[src/rtl/smma_pkg.sv]
// Shared constants and types for the small matrix multiply-add unit.
package smma_pkg;

  // Matrix size and derived counts
  localparam int DIM   = 3;
  localparam int CELLS = DIM * DIM;
  localparam int KW    = (DIM > 1) ? $clog2(DIM) : 1;
  localparam int IDX_W = $clog2(CELLS);

  // Field widths
  localparam int DATA_W      = 16;
  localparam int VALUE_W     = 35;
  localparam int RC_W        = 3;
  localparam int IN_TDATA_W  = 2 * DATA_W;
  localparam int OUT_FIELD_W = VALUE_W + 2 * RC_W;
  localparam int OUT_TDATA_W = ((OUT_FIELD_W + 7) / 8) * 8;
  localparam int PAD_W       = OUT_TDATA_W - OUT_FIELD_W;
  localparam int FRAC_W      = 8;

  // Operation modes
  localparam logic MODE_ADD = 1'b0;
  localparam logic MODE_MUL = 1'b1;

  // Element of A travelling along the cell row
  typedef struct packed {
    logic                     valid;
    logic signed [DATA_W-1:0] a;
    logic [KW-1:0]            k;
    logic [KW-1:0]            row;
  } tok_t;

  // Finished result element from one cell
  typedef struct packed {
    logic                      done;
    logic signed [VALUE_W-1:0] value;
    logic [KW-1:0]             row;
  } res_t;

endpackage

[src/rtl/smma_cell.sv]
// One column cell: holds a column of B and produces one result column, accumulating products in multiply mode.
module smma_cell (
  input  logic                             clk_i,
  input  logic                             rst_ni,
  input  logic                             adv_i,
  input  logic                             mode_i,
  input  logic [smma_pkg::KW-1:0]          col_i,
  input  logic                             wr_en_i,
  input  logic [smma_pkg::KW-1:0]          wr_row_i,
  input  logic [smma_pkg::KW-1:0]          wr_col_i,
  input  logic signed [smma_pkg::DATA_W-1:0] wr_b_i,
  input  smma_pkg::tok_t                   tok_i,
  output smma_pkg::tok_t                   tok_o,
  output smma_pkg::res_t                   res_o
);

  logic signed [smma_pkg::DATA_W-1:0]   bcol_q [smma_pkg::DIM];
  logic signed [smma_pkg::VALUE_W-1:0]  acc_q, acc_d;
  logic signed [smma_pkg::DATA_W-1:0]   b_sel;
  logic signed [2*smma_pkg::DATA_W-1:0] prod;
  logic signed [smma_pkg::VALUE_W-1:0]  mac, sum;
  logic [smma_pkg::KW-1:0]              b_idx;
  logic                                 tok_valid_q, res_done_q;
  logic signed [smma_pkg::DATA_W-1:0]   tok_a_q;
  logic [smma_pkg::KW-1:0]              tok_k_q, tok_row_q, res_row_q;
  logic signed [smma_pkg::VALUE_W-1:0]  res_value_q;

  // Store this cell's column of B while loading
  always_ff @(posedge clk_i) begin
    if (wr_en_i && (wr_col_i == col_i)) begin
      bcol_q[wr_row_i] <= wr_b_i;
    end
  end

  // Pick the B entry: row k for the product, the token's row for the sum
  assign b_idx = (mode_i == smma_pkg::MODE_MUL) ? tok_i.k : tok_i.row;
  assign b_sel = bcol_q[b_idx];
  assign prod  = tok_i.a * b_sel;
  assign mac   = ((tok_i.k == '0) ? '0 : acc_q) + smma_pkg::VALUE_W'(prod);
  assign sum   = (smma_pkg::VALUE_W'(tok_i.a) <<< smma_pkg::FRAC_W)
               + smma_pkg::VALUE_W'(b_sel);

  always_comb begin
    acc_d = acc_q;
    if (mode_i == smma_pkg::MODE_MUL) begin
      acc_d = mac;
    end else if (tok_i.k == col_i) begin
      acc_d = sum;
    end
  end

  // Control: pass the token on, flag completion on the last k
  always_ff @(posedge clk_i or negedge rst_ni) begin
    if (!rst_ni) begin
      tok_valid_q <= 1'b0;
      res_done_q  <= 1'b0;
    end else if (adv_i) begin
      tok_valid_q <= tok_i.valid;
      res_done_q  <= tok_i.valid && (tok_i.k == smma_pkg::KW'(smma_pkg::DIM - 1));
    end
  end

  // Payload: accumulator, forwarded token and result
  always_ff @(posedge clk_i) begin
    if (adv_i) begin
      tok_a_q   <= tok_i.a;
      tok_k_q   <= tok_i.k;
      tok_row_q <= tok_i.row;
      if (tok_i.valid) begin
        acc_q       <= acc_d;
        res_value_q <= acc_d;
        res_row_q   <= tok_i.row;
      end
    end
  end

  // Pack in member order, first member in the top bits
  assign tok_o = {tok_valid_q, tok_a_q, tok_k_q, tok_row_q};
  assign res_o = {res_done_q, res_value_q, res_row_q};

endmodule
[config.mk]
export PLATFORM = sky130hd
export DESIGN_NAME = smma_cell
export DESIGN_NICKNAME = d
export VERILOG_FILES = /design/src/rtl/smma_pkg.sv /design/src/rtl/smma_cell.sv
export SDC_FILE = /design/constraint.sdc
export NUM_CORES = 1
export LEC_CHECK = 0
export ABC_AREA = 1
export BUFFER_PORTS_ARGS = -buffer_cell sky130_fd_sc_hd__buf_2
export CAP_MARGIN = 20
export CORE_ASPECT_RATIO = 0.7
export CORE_MARGIN = 5
export CORE_UTILIZATION = 47
export CTS_BUF_LIST = sky130_fd_sc_hd__clkbuf_8
export DETAILED_ROUTE_END_ITERATION = 8
export PLACE_DENSITY = 0.73
export SLEW_MARGIN = 20
export SYNTH_ARGS = -nofsm -noshare
export SYNTH_HDL_FRONTEND = slang
export SYNTH_SLANG_ARGS = --single-unit
[constraint.sdc]
create_clock -name clk_i -period 7.2 [get_ports clk_i]
set_clock_uncertainty 0.05 [all_clocks]
set_input_delay 1.44 -clock clk_i [delete_from_list [all_inputs] [get_ports clk_i]]
set_output_delay 1.44 -clock clk_i [all_outputs]
set_load 0.1 [all_outputs]
==> results.sh, run 1 <==
export IMPL_placed_cell_area_um2=20600
export IMPL_synth_top_family_by_area="adder cells"
export IMPL_clkSinkCount=107
export IMPL_clkTransAtPathRegs_ps=140
export IMPL_path_max_fanout=6
export IMPL_hpwl_mm=45.4
export IMPL_cp_slowest_stage_delay_ps=550
export IMPL_multi_input_area_um2=13300
export IMPL_clk_insertion_delay_late_ps=420
export IMPL_setup_worst_path_start_class="input pin"
export IMPL_crit_type="in -> reg"
export IMPL_postRouteAntennaNets=0
export IMPL_syn_area_per_cell_um2=8.39
export IMPL_yosys_most_used_dff="edfxtp_1"
export IMPL_required_ps=7320
export IMPL_cts_tree="yes"
export IMPL_viasPerCell=5.31
export IMPL_antenna_found_initial=2
export IMPL_grt_pass1_wl_mm=89.0
export IMPL_fin_crit_sh_pct=120
export IMPL_synthesis_area_um2=16800
export IMPL_ctsHoldBuffers=0
export IMPL_final_common_cell="inv_1"
export IMPL_crit_reg2reg_launch="bcol_q[2][14]"
export IMPL_synth_nets=2450
export IMPL_drive_above_1_share_pct=36.1
export IMPL_async_reset_ff_share_pct=1.87
export IMPL_fin_crit_ps=8630
export IMPL_die_h_um=168
export IMPL_die_x_um=236
export IMPL_synth_compound_area_share_pct=7.98
export IMPL_cp_depth=38
export IMPL_r2r_end="acc_q[34]"
export IMPL_final_nets=2930
export IMPL_coreArea_um2=34900
export IMPL_holdCritPathClass="reg -> reg"
export IMPL_holdWs_ps=474
export IMPL_endpoint="acc_q[33]"
export IMPL_setup_violations=26
export IMPL_layout_common_cells="inv_1, buf_4, nand2_1, fa_1, nor2_1"
export IMPL_io_buffers=106
export IMPL_synth_xor_area_share_pct=1.93
export IMPL_tightest_slew_ps=721
export IMPL_violations="negative setup slack"
export IMPL_wl_per_cell_um=19.5
export IMPL_slew_viol_final=0
export IMPL_ys_warn_count=0
export IMPL_io_pins=107
export IMPL_hold_viol_final=0
export IMPL_maxCapViolations=0
export IMPL_dieArea_um2=39600
export IMPL_cts_root_buf="clkbuf_8"
export IMPL_worst_slew_margin_rel_pct=52.0
export IMPL_yosys_area_share_simple_pct=17.4
export IMPL_drc=0
export IMPL_synth_edf_count=105
export IMPL_grt_pass1_vias=16300
export IMPL_status="finished with violations"
export IMPL_slowest_stage="fa_1"
export IMPL_rsz0062_at_grt="yes"
export IMPL_initial_core_util_pct=48.0
export IMPL_grt_remaining_overflow=0
export IMPL_synth_sequential_area_ratio_pct=19.1
export IMPL_final_area_um2=23100
export IMPL_track_usage_pct=28.4
export IMPL_rr_worst_depth=33
export IMPL_cp_startpoint="mode_i"
export IMPL_synth_fa_ha_area_share_pct=42.0
export IMPL_syn2layout_area_growth_pct=38.0
export IMPL_synth_seq_cells=107
export IMPL_cp_end_kind="flop"
export IMPL_vias=15700
export IMPL_cp_common_cell="fa_1"
export IMPL_r2r_setup_slack_ps=-380
export IMPL_synthMuxAreaShare_pct=0
export IMPL_clockBufferDepth=2
export IMPL_numCtsBuffers=9
export IMPL_drtPass1Iterations=5
export IMPL_ys_types=47
export IMPL_num_rows=57
export IMPL_gp_congestion=0.996
export IMPL_fin_ws_ps=-1430
export IMPL_syn_inst=1998
export IMPL_crit_arrival_ps=8750
export IMPL_drt_iter0_drc=1474
export IMPL_regArea_um2=3200
export IMPL_grt_max_degree=39
export IMPL_h_tree_depth=3
export IMPL_wirelength_mm=57.7
export IMPL_path_buf_inv=13
export IMPL_fmax_ghz=0.116
export IMPL_n_fill_cell=2708
export IMPL_path_delay_family="adder cells"
-- sequential cells by signal, indices dropped and copies added, names as in the netlist --
name and count:
acc_q 35, bcol_q 48, res_done_q 1, res_row_q 2, tok_a_q 16, tok_k_q 2, tok_row_q 2, tok_valid_q 1
-- worst min path at each step --
stage                      from  cells past startpoint  slack (ps)     endpoint
global route        tok_valid_q                      2         520  tok_valid_q
CTS                 tok_valid_q                      2         480  tok_valid_q
global placement     res_done_q                      2         460   res_done_q
floorplan            res_done_q                      2         440   res_done_q
finish              tok_valid_q                      2         470  tok_valid_q
detailed placement  tok_valid_q                      2         460  tok_valid_q
-- layout make-up --
cell class / count / area share [%]
repair buffers: 514 / 17.2
diodes: 2 / 0.0216
well taps: 472 / 2.55
clock inverters: 7 / 0.384
clock buffers: 9 / 0.535
multi-input cells: 1380 / 57.6
inverters: 466 / 7.84
flip-flops and latches: 107 / 13.8
-- cells by family after synthesis --
kind of cell / count (synthesis)
and+or+nand+nor: 706
DFF: 107
buffers and inverters: 511
xor gates and xnor gates: 37
adders and majority gates: 404
AOI/OAI and AO/OA: 233
-- repair_timing --
| item | CTS | global route |
|---|---|---|
| resized for setup | 248 | 154 |
| pin swaps | 130 | 107 |
| cloned | 5 | 0 |
| setup buffers | 47 | 30 |
| setup endpoints to repair | 26 | 26 |
-- synthesized netlist by cell type, types with 12 or more instances --
cell type | n | area, µm²
edfxtp_1 | 105 | 3150
ha_1 | 140 | 1750
a21o_1 | 14 | 105
buf_2 | 17 | 85.1
o21ai_0 | 62 | 310
xor2_1 | 22 | 193
clkbuf_1 | 20 | 75.1
nand3_1 | 52 | 260
nor2_1 | 228 | 856
nand2_2 | 18 | 113
fa_1 | 264 | 5290
o21ai_1 | 12 | 60.1
a21oi_1 | 95 | 475
nand3_2 | 12 | 120
nand2_1 | 369 | 1390
xnor2_1 | 15 | 131
inv_1 | 455 | 1710
-- worst reg2reg max path: cells and delay by family, from the launching register on --
family	cells	cell delay (ps)
compound gates	6	1140
xor+xnor	1	100
fa+ha+maj	9	3900
buf+inv	6	470
flops	1	370
simple gates	11	1300
-- metal layers --
| metal | global-route usage, % | up-vias | wire, µm |
|---|---|---|---|
| met1 | 39.6 | 7722 | 23900 |
| met5 | 0 | - | 0 |
| li1 | - | 7085 | - |
| met2 | 44.4 | 745 | 25500 |
| met4 | 9.18 | 0 | 2310 |
| met3 | 6.79 | 148 | 5970 |
-- per-stage QoR --
step | setup slack, ps | setup TNS [ps] | utilization [%] | instances
final | -1430 | -24510 | 66.2 | 2957
after global routing | -1770 | -30930 | 66.2 | 2957
after CTS | -1340 | -20730 | 63.6 | 2930
after detailed placement | -2050 | -40790 | 59.0 | 2865
after global placement | -1990 | -38150 | 59.0 | 2865
after floorplan | -1140 | -13120 | - | 1998
Power of run 1 is left out: the tool's default activity adds up to more than one toggle a clock period on the data nets, which glitch-free logic cannot reach.
==> run 2, diff against run 1 <==
--- a/config.mk
+++ b/config.mk
@@ -13,7 +13,7 @@
 export CORE_UTILIZATION = 47
 export CTS_BUF_LIST = sky130_fd_sc_hd__clkbuf_8
 export DETAILED_ROUTE_END_ITERATION = 8
-export PLACE_DENSITY = 0.73
+export PLACE_DENSITY_LB_ADDON = 0.05
 export SLEW_MARGIN = 20
 export SYNTH_ARGS = -nofsm -noshare
 export SYNTH_HDL_FRONTEND = slang
==> results.sh, run 2 (same netlist as run 1, synthesis figures left out) <==
export IMPL_n_fill_cell=2884
export IMPL_path_max_fanout=14
export IMPL_grt_pass1_wl_mm=88.1
export IMPL_holdCritPathClass="reg -> reg"
export IMPL_num_rows=57
export IMPL_fmax_ghz=0.117
export IMPL_cp_slowest_stage_delay_ps=600
export IMPL_multi_input_area_um2=13400
export IMPL_slew_viol_final=0
export IMPL_antenna_found_initial=0
export IMPL_clkTransAtPathRegs_ps=110
export IMPL_die_h_um=168
export IMPL_grt_pass1_vias=15500
export IMPL_fin_crit_sh_pct=119
export IMPL_h_tree_depth=3
export IMPL_cp_end_kind="flop"
export IMPL_cts_root_buf="clkbuf_8"
export IMPL_io_buffers=106
export IMPL_worst_slew_margin_rel_pct=57.0
export IMPL_wl_per_cell_um=18.9
export IMPL_cts_tree="yes"
export IMPL_layout_common_cells="inv_1, buf_4, nand2_1, fa_1, nor2_1"
export IMPL_numCtsBuffers=9
export IMPL_status="finished with violations"
export IMPL_pre_cts_slack_ps=-2070
export IMPL_setup_tns_ps=-20760
export IMPL_largest_reg_flops=48
export IMPL_clockBufferDepth=2
export IMPL_setup_worst_path_start_class="input pin"
export IMPL_instances_no_fill=2959
export IMPL_crit_arrival_ps=8660
export IMPL_required_ps=7320
export IMPL_setup_violations=25
export IMPL_clk_insertion_delay_late_ps=440
export IMPL_hpwl_mm=45.5
export IMPL_fin_crit_ps=8540
export IMPL_syn2layout_area_growth_pct=38.6
export IMPL_gp_congestion=0.963
export IMPL_track_usage_pct=28.6
export IMPL_die_x_um=236
export IMPL_vias=15000
export IMPL_grt_remaining_overflow=0
export IMPL_hold_viol_final=0
export IMPL_cp_common_cell="fa_1"
export IMPL_io_pins=107
export IMPL_slowest_stage="fa_2"
export IMPL_regArea_um2=3200
export IMPL_initial_core_util_pct=48.0
export IMPL_ctsHoldBuffers=0
export IMPL_tightest_slew_ps=645
export IMPL_final_common_cell="inv_1"
export IMPL_dpl_cell_count=2866
export IMPL_diodes=0
export IMPL_drive_above_1_share_pct=37.0
export IMPL_final_nets=2934
export IMPL_rsz0062_at_grt="yes"
export IMPL_drc=0
export IMPL_wirelength_mm=55.8
export IMPL_regMostFlops="bcol_q"
export IMPL_reg_top3="bcol_q x48, acc_q x35, tok_a_q x16"
export IMPL_drt_iter0_drc=1244
export IMPL_postRouteAntennaNets=0
export IMPL_dieArea_um2=39600
export IMPL_fin_ws_ps=-1340
export IMPL_grt_max_degree=39
export IMPL_viasPerCell=5.08
export IMPL_final_util_pct=66.5
export IMPL_crit_type="in -> reg"
export IMPL_violations="negative setup slack"
export IMPL_maxCapViolations=0
export IMPL_drtPass1Iterations=5
export IMPL_coreArea_um2=34900
export IMPL_clkSinkCount=107
## run 2: cell types whose count changed in the layout (fill, tap and decap cells not counted), sizes merged
cell      previous run  this run
inv                462       466
diode                2         0
buf                514       516
clkinv              10         9
clkinvlp             1         0
## run 2: critical path, delay by kind of cell
kind	cells	cell delay, ps
and+or+nand+nor	14	1230
xor gates and xnor gates	1	120
buffers and inverters	8	890
AOI/OAI and AO/OA	6	1100
adders and majority gates	8	3860
## run 2: layout make-up
type | count | area share [%]
clock inverters | 7 | 0.280
repair buffers | 516 | 17.3
well taps | 472 | 2.54
clock buffers | 9 | 0.533
inverters | 466 | 7.83
flip-flops and latches | 107 | 13.8
repair inverters | 2 | 0.0431
multi-input cells | 1380 | 57.7
## run 2: per-layer routing
metal	track usage, %	share of wire, %	routed length [µm]	vias up
met3	5.20	7.8	4330	56
met1	43.5	47	26500	7372
li1	-	-	-	7103
met2	43.3	43	23800	498
met4	6.08	2.2	1220	0
met5	0	0	0	-
## run 2: final timing paths
check / startpoint / endpoint / slack (ps) / depth (start not counted)
max: mode_i / acc_q[34] / -1340 / 37
min: res_done_q / res_done_q / 490 / 2
max reg2reg: bcol_q[0][1] / acc_q[34] / -240 / 32
min reg2reg: res_done_q / res_done_q / 490 / 2
max in group asynchronous: rst_ni / res_done_q / 6280 / 1
min in group asynchronous: rst_ni / tok_valid_q / 710 / 1
## run 2: timing repair
item	4_1_cts	5_1_grt
resized for setup	281	127
setup buffers	47	30
hold endpoints to repair	0	0
setup endpoints to repair	27	26
pin swaps	100	88
gates cloned	5	0
## run 2: through the flow
step	hold WS [ps]	cell area [µm²]
after detailed placement	458	20700
after floorplan	436	17200
after CTS	490	22500
after global placement	456	20700
after global routing	517	23200
final	486	23200
Power of run 2 is left out for the same reason.
==> run 3, diff against run 2 <==
--- a/config.mk
+++ b/config.mk
@@ -14,6 +14,7 @@
 export CTS_BUF_LIST = sky130_fd_sc_hd__clkbuf_8
 export DETAILED_ROUTE_END_ITERATION = 8
 export PLACE_DENSITY_LB_ADDON = 0.05
+export SETUP_SLACK_MARGIN = 0.3
 export SLEW_MARGIN = 20
 export SYNTH_ARGS = -nofsm -noshare
 export SYNTH_HDL_FRONTEND = slang
==> results.sh, run 3 (same netlist as run 1, synthesis figures left out) <==
export IMPL_clockBufferDepth=2
export IMPL_final_nets=2974
export IMPL_initial_core_util_pct=48.0
export IMPL_clkTransAtPathRegs_ps=130
export IMPL_pre_cts_slack_ps=-2030
export IMPL_cts_root_buf="clkbuf_8"
export IMPL_cts_tree="yes"
export IMPL_tightest_slew_ps=662
export IMPL_worst_slew_margin_rel_pct=55.9
export IMPL_regArea_um2=3200
export IMPL_fin_crit_sh_pct=119
export IMPL_n_fill_cell=2836
export IMPL_drt_iter0_drc=1043
export IMPL_grt_pass1_wl_mm=92.0
export IMPL_io_buffers=106
export IMPL_maxCapViolations=0
export IMPL_slew_viol_final=0
export IMPL_grt_remaining_overflow=0
export IMPL_drtPass1Iterations=5
export IMPL_crit_arrival_ps=8710
export IMPL_die_x_um=236
export IMPL_postRouteAntennaNets=0
export IMPL_num_rows=57
export IMPL_hold_viol_final=0
export IMPL_crit_type="in -> reg"
export IMPL_wl_per_cell_um=19.6
export IMPL_regMostFlops="bcol_q"
export IMPL_layout_common_cells="inv_1, buf_4, nand2_1, fa_1, nor2_1"
export IMPL_clk_insertion_delay_late_ps=440
export IMPL_instances_no_fill=2999
export IMPL_dieArea_um2=39600
export IMPL_required_ps=7330
export IMPL_vias=15300
export IMPL_largest_reg_flops=48
export IMPL_gp_congestion=0.954
export IMPL_setup_worst_path_start_class="input pin"
export IMPL_cp_common_cell="fa_1"
export IMPL_diodes=0
export IMPL_multi_input_area_um2=13700
export IMPL_fin_ws_ps=-1390
export IMPL_setup_violations=25
export IMPL_holdCritPathClass="reg -> reg"
export IMPL_hpwl_mm=47.4
export IMPL_io_pins=107
export IMPL_rsz0062_at_grt="yes"
export IMPL_clkSinkCount=107
export IMPL_viasPerCell=5.11
export IMPL_slowest_stage="fa_1"
export IMPL_cp_end_kind="flop"
export IMPL_status="finished with violations"
export IMPL_drive_above_1_share_pct=38.9
export IMPL_dpl_cell_count=2887
export IMPL_h_tree_depth=3
export IMPL_wirelength_mm=58.7
export IMPL_reg_top3="bcol_q x48, acc_q x35, tok_a_q x16"
export IMPL_numCtsBuffers=9
export IMPL_die_h_um=168
export IMPL_grt_pass1_vias=16100
export IMPL_violations="negative setup slack"
export IMPL_fin_crit_ps=8590
export IMPL_track_usage_pct=29.9
export IMPL_grt_max_degree=39
export IMPL_drc=0
export IMPL_cp_slowest_stage_delay_ps=540
export IMPL_syn2layout_area_growth_pct=43.7
export IMPL_final_common_cell="inv_1"
export IMPL_fmax_ghz=0.116
export IMPL_path_max_fanout=7
export IMPL_antenna_found_initial=1
export IMPL_coreArea_um2=34900
-- run 3: cell count changes in the layout (fill, tap and decap cells not counted), moves of 9 or more --
cell	previous run	this run
buf_6	37	63
ha_1	92	82
inv_1	417	405
inv_2	35	44
nand2_2	63	46
nand2_4	21	34
-- run 3: metrics by stage --
| stage | utilization, % | setup TNS [ps] | hold slack, ps | area, µm² |
|---|---|---|---|---|
| after detailed placement | 59.9 | -41190 | 459 | 20900 |
| after CTS | 66.6 | -18240 | 495 | 23300 |
| final | 69.0 | -23210 | 485 | 24100 |
| after global routing | 69.0 | -28960 | 514 | 24100 |
| after global placement | 59.9 | -40550 | 455 | 20900 |
| after floorplan | - | -13120 | 436 | 17200 |
-- run 3: path summary, 6_finish.rpt --
path,startpoint,endpoint,slack [ps],cells after the start
hold reg to reg,res_done_q,res_done_q,490,2
setup reg to reg,bcol_q[2][14],acc_q[33],-300,37
setup / recovery,mode_i,acc_q[33],-1390,45
hold / removal,res_done_q,res_done_q,490,2
max in group asynchronous,rst_ni,tok_valid_q,6300,1
min in group asynchronous,rst_ni,res_done_q,700,1
-- run 3: routing by layer --
metal	up-vias	share of wire (%)	GRT usage (%)
li1	7177	-	-
met5	-	0.022	0
met3	66	8.1	6.64
met1	7562	47	44.9
met2	521	43	45.3
met4	2	1.9	5.60
-- run 3: cell type report --
| cell class | instances | share of cell area (%) |
|---|---|---|
| Clock buffer | 9 | 0.514 |
| Sequential cell | 107 | 13.3 |
| Timing Repair Buffer | 558 | 18.8 |
| Tap cell | 472 | 2.45 |
| Clock inverter | 7 | 0.389 |
| Inverter | 466 | 7.52 |
| Multi-Input combinational cell | 1380 | 57.0 |
-- run 3: what timing repair did --
item                       in CTS  in global routing
resized for setup             337                154
hold buffers                    0                  0
setup buffers                  63                 28
pin swaps                     160                108
setup endpoints to repair      27                 27
cloned                          5                  0
-- run 3: worst max-delay path: cells and delay by family --
| family | cells | cell delay, ps |
|---|---|---|
| and+or+nand+nor | 15 | 1250 |
| buffers and inverters | 11 | 1000 |
| adders and majority gates | 8 | 3560 |
| AOI/OAI and AO/OA | 11 | 1440 |
Power of run 3 is left out for the same reason.
